===== src/rtl/pidc_pkg.sv =====
package pidc_pkg;

	// Field and register widths
	localparam int ERR_W   = 17;
	localparam int GAIN_W  = 20;
	localparam int CLAMP_W = 33;
	localparam int DRIVE_W = 40;
	localparam int ADDR_W  = 6;
	localparam int DATA_W  = 64;

	// Register index, taken from paddr[5:3] (8-byte spacing)
	localparam logic [2:0] REG_GAIN_P      = 3'd0;
	localparam logic [2:0] REG_GAIN_I      = 3'd1;
	localparam logic [2:0] REG_GAIN_D      = 3'd2;
	localparam logic [2:0] REG_INTEG_UPPER = 3'd3;
	localparam logic [2:0] REG_INTEG_LOWER = 3'd4;

	// Reset values
	localparam logic [GAIN_W-1:0]         GAIN_P_RST      = 20'd6554;
	localparam logic [GAIN_W-1:0]         GAIN_I_RST      = 20'd655;
	localparam logic [GAIN_W-1:0]         GAIN_D_RST      = 20'd0;
	localparam logic signed [CLAMP_W-1:0] INTEG_UPPER_RST = 33'sh0_FFFF_0000;
	localparam logic signed [CLAMP_W-1:0] INTEG_LOWER_RST = 33'sh1_0001_0000;

	// Configuration seen by the datapath
	typedef struct packed {
		logic [GAIN_W-1:0]         gain_p;
		logic [GAIN_W-1:0]         gain_i;
		logic [GAIN_W-1:0]         gain_d;
		logic signed [CLAMP_W-1:0] integ_upper;
		logic signed [CLAMP_W-1:0] integ_lower;
	} cfg_t;

endpackage


===== src/rtl/pid_controller_clamped_integrator_unit.sv =====
// PID controller with clamped integrator, 16 fraction bits, one item per cycle while
// the result stream is not stalled. Input register, then result register; both hold
// while the result register is full and m_tready is low.
// The integrator and previous-error registers close their loop on every step.
// Reset (arst_n low) restores default gains and clamps, clears the integrator,
// previous error and first-pass flag, and empties both registers.
module pid_controller_clamped_integrator_unit (
	input  logic                         clk,
	input  logic                         arst_n,
	// Input stream
	input  logic                         s_tvalid,
	output logic                         s_tready,
	input  logic [23:0]                  s_tdata,   // [16:0] error_sample, [23:17] zero
	input  logic                         s_tuser,   // [0] restart
	// Result stream
	output logic                         m_tvalid,
	input  logic                         m_tready,
	output logic [39:0]                  m_tdata,   // [39:0] drive
	// Configuration
	input  logic                         psel,
	input  logic                         penable,
	input  logic                         pwrite,
	input  logic [pidc_pkg::ADDR_W-1:0]  paddr,
	input  logic [pidc_pkg::DATA_W-1:0]  pwdata,
	output logic [pidc_pkg::DATA_W-1:0]  prdata,
	output logic                         pready
);

	pidc_pkg::cfg_t cfg;

	logic                                 valid_s1;
	logic signed [pidc_pkg::ERR_W-1:0]    error_s1;
	logic                                 restart_s1;
	logic                                 out_valid_q;
	logic [pidc_pkg::DRIVE_W-1:0]         drive_q;
	logic signed [pidc_pkg::CLAMP_W-1:0]  integ_q;
	logic signed [pidc_pkg::ERR_W-1:0]    prev_q;
	logic                                 started_q;
	logic                                 adv;

	logic signed [pidc_pkg::CLAMP_W-1:0]  integ_cur;
	logic signed [pidc_pkg::ERR_W-1:0]    prev_cur;
	logic                                 started_cur;
	logic signed [37:0]                   prod_i;
	logic signed [37:0]                   prod_p;
	logic signed [17:0]                   diff;
	logic signed [38:0]                   prod_d;
	logic signed [38:0]                   acc;
	logic signed [38:0]                   up_ext;
	logic signed [38:0]                   lo_ext;
	logic signed [38:0]                   clamp_hi;
	logic signed [38:0]                   clamp_lo;
	logic signed [pidc_pkg::CLAMP_W-1:0]  integ_next;
	logic signed [38:0]                   d_term;
	logic signed [pidc_pkg::DRIVE_W-1:0]  sum;

	pidc_regs u_regs (
		.clk     (clk),
		.arst_n  (arst_n),
		.psel    (psel),
		.penable (penable),
		.pwrite  (pwrite),
		.paddr   (paddr),
		.pwdata  (pwdata),
		.prdata  (prdata),
		.pready  (pready),
		.cfg     (cfg)
	);

	// Handshake: advance when the result register is free or being drained
	assign adv      = valid_s1 && (!out_valid_q || m_tready);
	assign s_tready = !valid_s1 || adv;
	assign m_tvalid = out_valid_q;
	assign m_tdata  = drive_q;

	// Input register
	always_ff @(posedge clk or negedge arst_n) begin
		if (!arst_n) begin
			valid_s1 <= 1'b0;
		end else if (s_tready) begin
			valid_s1 <= s_tvalid;
		end
	end

	always_ff @(posedge clk) begin
		if (s_tvalid && s_tready) begin
			error_s1   <= $signed(s_tdata[pidc_pkg::ERR_W-1:0]);
			restart_s1 <= s_tuser;
		end
	end

	// Restart clears the state ahead of this step
	always_comb begin
		integ_cur   = restart_s1 ? '0 : integ_q;
		prev_cur    = restart_s1 ? '0 : prev_q;
		started_cur = restart_s1 ? 1'b0 : started_q;
	end

	// Integrator: accumulate, clamp upper then lower, hold while gain_i is zero
	always_comb begin
		prod_i   = 38'(error_s1) * $signed({18'd0, cfg.gain_i});
		acc      = 39'(integ_cur) + 39'(prod_i);
		up_ext   = 39'($signed(cfg.integ_upper));
		lo_ext   = 39'($signed(cfg.integ_lower));
		clamp_hi = (acc > up_ext) ? up_ext : acc;
		clamp_lo = (clamp_hi < lo_ext) ? lo_ext : clamp_hi;
		integ_next = (cfg.gain_i != '0) ? clamp_lo[pidc_pkg::CLAMP_W-1:0] : integ_cur;
	end

	// Proportional and derivative terms; the sum stays well inside 40 bits
	always_comb begin
		prod_p = 38'(error_s1) * $signed({18'd0, cfg.gain_p});
		diff   = 18'(error_s1) - 18'(prev_cur);
		prod_d = 39'(diff) * $signed({19'd0, cfg.gain_d});
		d_term = started_cur ? prod_d : '0;
		sum    = 40'(prod_p) + 40'(integ_next) + 40'(d_term);
	end

	// Loop state
	always_ff @(posedge clk or negedge arst_n) begin
		if (!arst_n) begin
			integ_q   <= '0;
			prev_q    <= '0;
			started_q <= 1'b0;
		end else if (adv) begin
			integ_q   <= integ_next;
			prev_q    <= error_s1;
			started_q <= 1'b1;
		end
	end

	// Result register
	always_ff @(posedge clk or negedge arst_n) begin
		if (!arst_n) begin
			out_valid_q <= 1'b0;
		end else if (adv) begin
			out_valid_q <= 1'b1;
		end else if (m_tready) begin
			out_valid_q <= 1'b0;
		end
	end

	always_ff @(posedge clk) begin
		if (adv) begin
			drive_q <= sum;
		end
	end

	// Checks
	a_started: assert property (@(posedge clk) disable iff (!arst_n)
		adv |=> started_q)
		else $error("first-pass flag not set after a step");

	a_prev: assert property (@(posedge clk) disable iff (!arst_n)
		adv |=> prev_q == $past(error_s1))
		else $error("previous error not captured");

	a_restart_hold: assert property (@(posedge clk) disable iff (!arst_n)
		adv && restart_s1 && cfg.gain_i == '0 |=> integ_q == '0)
		else $error("restart with frozen integrator left it nonzero");

	a_out: assert property (@(posedge clk) disable iff (!arst_n)
		adv |=> m_tvalid)
		else $error("result missing after a step");

endmodule


===== src/rtl/pidc_regs.sv =====
module pidc_regs (
	input  logic                           clk,
	input  logic                           arst_n,
	input  logic                           psel,
	input  logic                           penable,
	input  logic                           pwrite,
	input  logic [pidc_pkg::ADDR_W-1:0]    paddr,
	input  logic [pidc_pkg::DATA_W-1:0]    pwdata,
	output logic [pidc_pkg::DATA_W-1:0]    prdata,
	output logic                           pready,
	output pidc_pkg::cfg_t                 cfg
);

	pidc_pkg::cfg_t cfg_q;
	logic           wr_en;
	logic [2:0]     reg_idx;

	assign pready  = 1'b1;
	assign wr_en   = psel && penable && pwrite;
	assign reg_idx = paddr[5:3];
	assign cfg     = cfg_q;

	// Write registers on the access cycle
	always_ff @(posedge clk or negedge arst_n) begin
		if (!arst_n) begin
			cfg_q.gain_p      <= pidc_pkg::GAIN_P_RST;
			cfg_q.gain_i      <= pidc_pkg::GAIN_I_RST;
			cfg_q.gain_d      <= pidc_pkg::GAIN_D_RST;
			cfg_q.integ_upper <= pidc_pkg::INTEG_UPPER_RST;
			cfg_q.integ_lower <= pidc_pkg::INTEG_LOWER_RST;
		end else if (wr_en) begin
			case (reg_idx)
				pidc_pkg::REG_GAIN_P: begin
					cfg_q.gain_p <= pwdata[pidc_pkg::GAIN_W-1:0];
				end
				pidc_pkg::REG_GAIN_I: begin
					cfg_q.gain_i <= pwdata[pidc_pkg::GAIN_W-1:0];
				end
				pidc_pkg::REG_GAIN_D: begin
					cfg_q.gain_d <= pwdata[pidc_pkg::GAIN_W-1:0];
				end
				pidc_pkg::REG_INTEG_UPPER: begin
					cfg_q.integ_upper <= $signed(pwdata[pidc_pkg::CLAMP_W-1:0]);
				end
				pidc_pkg::REG_INTEG_LOWER: begin
					cfg_q.integ_lower <= $signed(pwdata[pidc_pkg::CLAMP_W-1:0]);
				end
				default: begin
				end
			endcase
		end
	end

	// Read back, clamps sign-extended
	always_comb begin
		case (reg_idx)
			pidc_pkg::REG_GAIN_P:      prdata = 64'(cfg_q.gain_p);
			pidc_pkg::REG_GAIN_I:      prdata = 64'(cfg_q.gain_i);
			pidc_pkg::REG_GAIN_D:      prdata = 64'(cfg_q.gain_d);
			pidc_pkg::REG_INTEG_UPPER: prdata = 64'($signed(cfg_q.integ_upper));
			pidc_pkg::REG_INTEG_LOWER: prdata = 64'($signed(cfg_q.integ_lower));
			default:                   prdata = '0;
		endcase
	end

endmodule


===== config.mk =====
export PLATFORM = sky130hd
export DESIGN_NAME = pid_controller_clamped_integrator_unit
export DESIGN_NICKNAME = d
export VERILOG_FILES = /design/src/rtl/pidc_pkg.sv /design/src/rtl/pid_controller_clamped_integrator_unit.sv /design/src/rtl/pidc_regs.sv
export SDC_FILE = /design/constraint.sdc
export NUM_CORES = 2
export LEC_CHECK = 0
export ABC_AREA = 1
export BUFFER_PORTS_ARGS = -buffer_cell sky130_fd_sc_hd__clkbuf_2
export CORE_ASPECT_RATIO = 0.8
export CORE_MARGIN = 5
export CORE_UTILIZATION = 55
export DETAILED_ROUTE_END_ITERATION = 8
export GPL_ROUTABILITY_DRIVEN = 0
export MAX_ROUTING_LAYER = met4
export PLACE_DENSITY = 0.81
export SLEW_MARGIN = 20
export SYNTH_ARGS = -nofsm -noshare
export SYNTH_HDL_FRONTEND = slang
export SYNTH_HIERARCHICAL = 1
export SYNTH_SLANG_ARGS = --single-unit

===== constraint.sdc =====
create_clock -name clk -period 17.8 [get_ports clk]
set_input_delay 0 -clock clk [delete_from_list [all_inputs] [get_ports clk]]
set_output_delay 0 -clock clk [all_outputs]
set_load 0.03 [all_outputs]

==> impl_results.md <==
* Outcome: complete, no violations
* Number of hold-slack violations in the final timing report at 0
* Most common cell on crit path: fa_1
* Maximum number of pins on one net before global-route repair at around 110
* Post-Place Setup Slack at between 0.5 and 0.6 ns
* Antenna violation net count after detailed routing at 0
* Starting density of the core at 55.44%
* Worst-path cell with the longest stage delay: edfxtp_1
* Final cycle utilization of the critical path at 95.37%
* Area growth from synthesis to layout at 6.916%
* Net count of the mapped netlist at 8210
* Category of the worst setup path launch point: register
* Global-route wire length before repair at 253800 µm
* Critical path required time at 18.14 ns
* Clock insertion delay at the later pin of the skew report at 0.64 ns
* DIE AREA at 102000 µm²
* Number of remaining DRC errors at 0
* TritonCTS clock tree: built
* H-tree lvl count at 1
* Detail Placement HPWL at 127200 µm
* Overall routed net length at between 150000 and 200000 µm
* Hold Path Class: in2reg
* Yosys Warn Count at 6
* DR vias/cell at between 5 and 6
* Number of I/O port buffers at 166
* Post-synthesis mux area share at 0%
* Routed length per placed instance at 20.33 µm
* Number of top-level pins at 209
* Worst hold slack at between 0.1 and 0.15 ns
* Placed Instances at 7841
* Number of global-route vias before repair at 46575
* Max-slew violation count at 0
* Critical path arrival at 17.32 ns
* Sequential cell area fraction in the yosys report at 11.90%
* Top FF cell, synth: dfrtp_1
* Xor/xnor share of the synthesized area at 1.365%
* Overflow left after global routing at 0
* Worst Path Max Fanout at 60
* Dominant combinational cell family by area after synthesis: adder cells
* Cell count after synthesis at 6638
* Maxcap violations at 0
* Post-synthesis register bit count at 237
* Avg Inst Size Synth at 7.926 µm²
* DR vias at 45088
* Number of enable-type register cells in the synthesized netlist at 58
* Dominant cell type by area after synthesis: fa_1
* Worst slew slack as a fraction of its limit at 25.48%
* Unrepaired setup endpoints after global routing: false
* Clock sinks at 237
* Compound-cell area share of the yosys netlist at between 5 and 6%
* Type of element capturing the critical path: register
* Area share of and/or/nand/nor cells after synthesis at 18.50%
* Floorplan row count at a little over 100
* Detailed router's first-iteration violation count at 5437
* Synth Area in Adders at slightly below 50%
* Global router's overall resource usage at 32.71%
* Total CTS buffers at 28
* Clock tree buffer depth at 3
* Startpoint-to-endpoint class of the critical path: reg2reg
* Slowest Stage Delay on Critical Path at 0.66 ns
* Die width at 355.8 µm
* Commonest non-fill, non-tap cell in the layout: nand2_1
* Shortest period the worst path allows at between 15 and 20 ns
* Max Clock Freq at approximately 0.059 GHz
* Ratio of cells with drive above 1 in the final layout at roughly 7.5%
* Post-synthesis cell area at approximately 53000 µm²
* Leading cell types in the layout, fill and taps excluded: nand2_1 (1698), inv_1 (1604), fa_1 (940)
* Fraction of registers with async set or reset after synthesis at between 70% and 80%
* Count of placed standard cells in the final layout, fillers left out at 7993
* Unique cell type count in the Yosys netlist at 56
* Clk root buf: clkbuf_16
* Clock-pin transition on the worst setup and hold timing paths at about 0.07 ns
* Slew at the pin with the worst max-slew slack at ~1.1 ns
* Final worst clock skew at 0.04864 ns
* Pre-antenna DRT Iters at 9
* Synth top area cells: fa_1 (36%), ha_1 (13%), nand2_1 (12%), inv_1 (11%), dfrtp_1 (7.0%)
* Endpoints failing setup at 0
* Total negative slack for setup checks at 0 ns
* Placeable core region at 94900 µm²
* Antenna violations before repair at 8
* Vertical die dimension at approximately 290 µm
* Total of fill cells in the finished design at ~7900
* Number of nets in the layout at 8248
* Post-route worst setup slack at 0.8239 ns
* Yosys top cell area share at a little over a third
## critical path, delay by kind of cell, from the launching register on
| kind | cells | cell delay, ns |
|---|---|---|
| buffers and inverters | 11 | 1.66 |
| XOR/XNOR | 2 | 0.26 |
| AND/OR/NAND/NOR | 18 | 2.46 |
| adder cells (fa/ha/maj) | 18 | 7.57 |
| AO/OA/AOI/OAI | 19 | 4.05 |
| flip-flops | 1 | 0.66 |
## timing repair
action / in CTS / in global routing
endpoints found under the setup margin: 0 / 22
gates resized for setup: 0 / 28
hold buffers: 58 / 0
buffers inserted: 0 / 33
endpoints found under the hold margin: 211 / 0
## cells in the mapped netlist, types with 11 or more instances
| library cell | instances |
|---|---|
| inv_1 | 1608 |
| ha_1 | 530 |
| edfxtp_1 | 58 |
| nand2_2 | 18 |
| dfstp_2 | 31 |
| buf_2 | 22 |
| dfrtp_1 | 148 |
| a21oi_1 | 187 |
| o21ai_0 | 225 |
| nand3_1 | 180 |
| nand3_2 | 32 |
| fa_1 | 940 |
| or2_2 | 48 |
| nand4_1 | 36 |
| xor2_1 | 54 |
| nor2_1 | 306 |
| nor4_1 | 14 |
| o21ai_1 | 38 |
| o22ai_1 | 13 |
| xnor2_1 | 28 |
| a31oi_1 | 11 |
| buf_1 | 13 |
| buf_4 | 43 |
| clkbuf_1 | 250 |
| nand2_1 | 1701 |
## per-stage QoR
step                instance area (µm²)  util [%]
floorplan                         52610         -
global placement                  54210     57.12
detailed placement                54210     57.12
CTS                               55720     58.71
global route                      56250     59.27
finish                            56250     59.27
## area by class of cell
| class | instances | area [µm²] | area share (%) |
|---|---|---|---|
| multi-input combinational | 4449 | 38830 | 69.04 |
| sequential | 237 | 6289 | 11.18 |
| inverter | 1615 | 6075 | 10.80 |
| timing repair buffer | 344 | 2494 | 4.433 |
| tap | 1287 | 1610 | 2.863 |
| clock buffer | 37 | 764.5 | 1.359 |
| clock inverter | 15 | 158.9 | 0.2825 |
| antenna | 8 | 20.02 | 0.03559 |
| timing repair inverter | 1 | 5.005 | 0.008897 |
## registers in the layout (all words and copies together), names as in the netlist
register    count
m_tdata        40
m_tvalid        1
error_s1       17
started_q       1
prev_q         17
valid_s1        1
integ_q        33
restart_s1      1
u_regs/cfg    126
## layer usage
layer  up-vias  part of all wire [%]  wire length (µm)  GRT usage, %
met3       600                    16             25500         12.04
met2      2968                    42             68730         47.53
li1      19687                     -                 -             -
met1     21833                    36             58680         40.93
met4         0                   5.9              9604         15.02
met5         -                     0                 0             -
## cells by family after synthesis
| logic type | Yosys count |
|---|---|
| and+or+nand+nor | 2366 |
| adders and majority gates | 1470 |
| AOI/OAI and AO/OA | 530 |
| other | 1 |
| DFF | 237 |
| buffers and inverters | 1952 |
| xor gates and xnor gates | 82 |
## path summary, 6_finish.rpt
| path | slack (ns) | depth (start not counted) | from | end |
|---|---|---|---|---|
| setup / recovery | 0.82 | 68 | error_s1[5] | m_tdata[28] |
| hold / removal | 0.13 | 4 | pwdata[21] | u_regs/cfg[21] |
| setup reg to reg | 0.82 | 68 | error_s1[5] | m_tdata[28] |
| hold reg to reg | 0.45 | 2 | started_q | started_q |
| max in group asynchronous | 15.43 | 5 | arst_n | u_regs/cfg[92] |
| min in group asynchronous | 0.47 | 3 | arst_n | integ_q[25] |
Power is left out: the tool's default activity adds up to more than one toggle a clock period on the data nets, which glitch-free logic cannot reach.
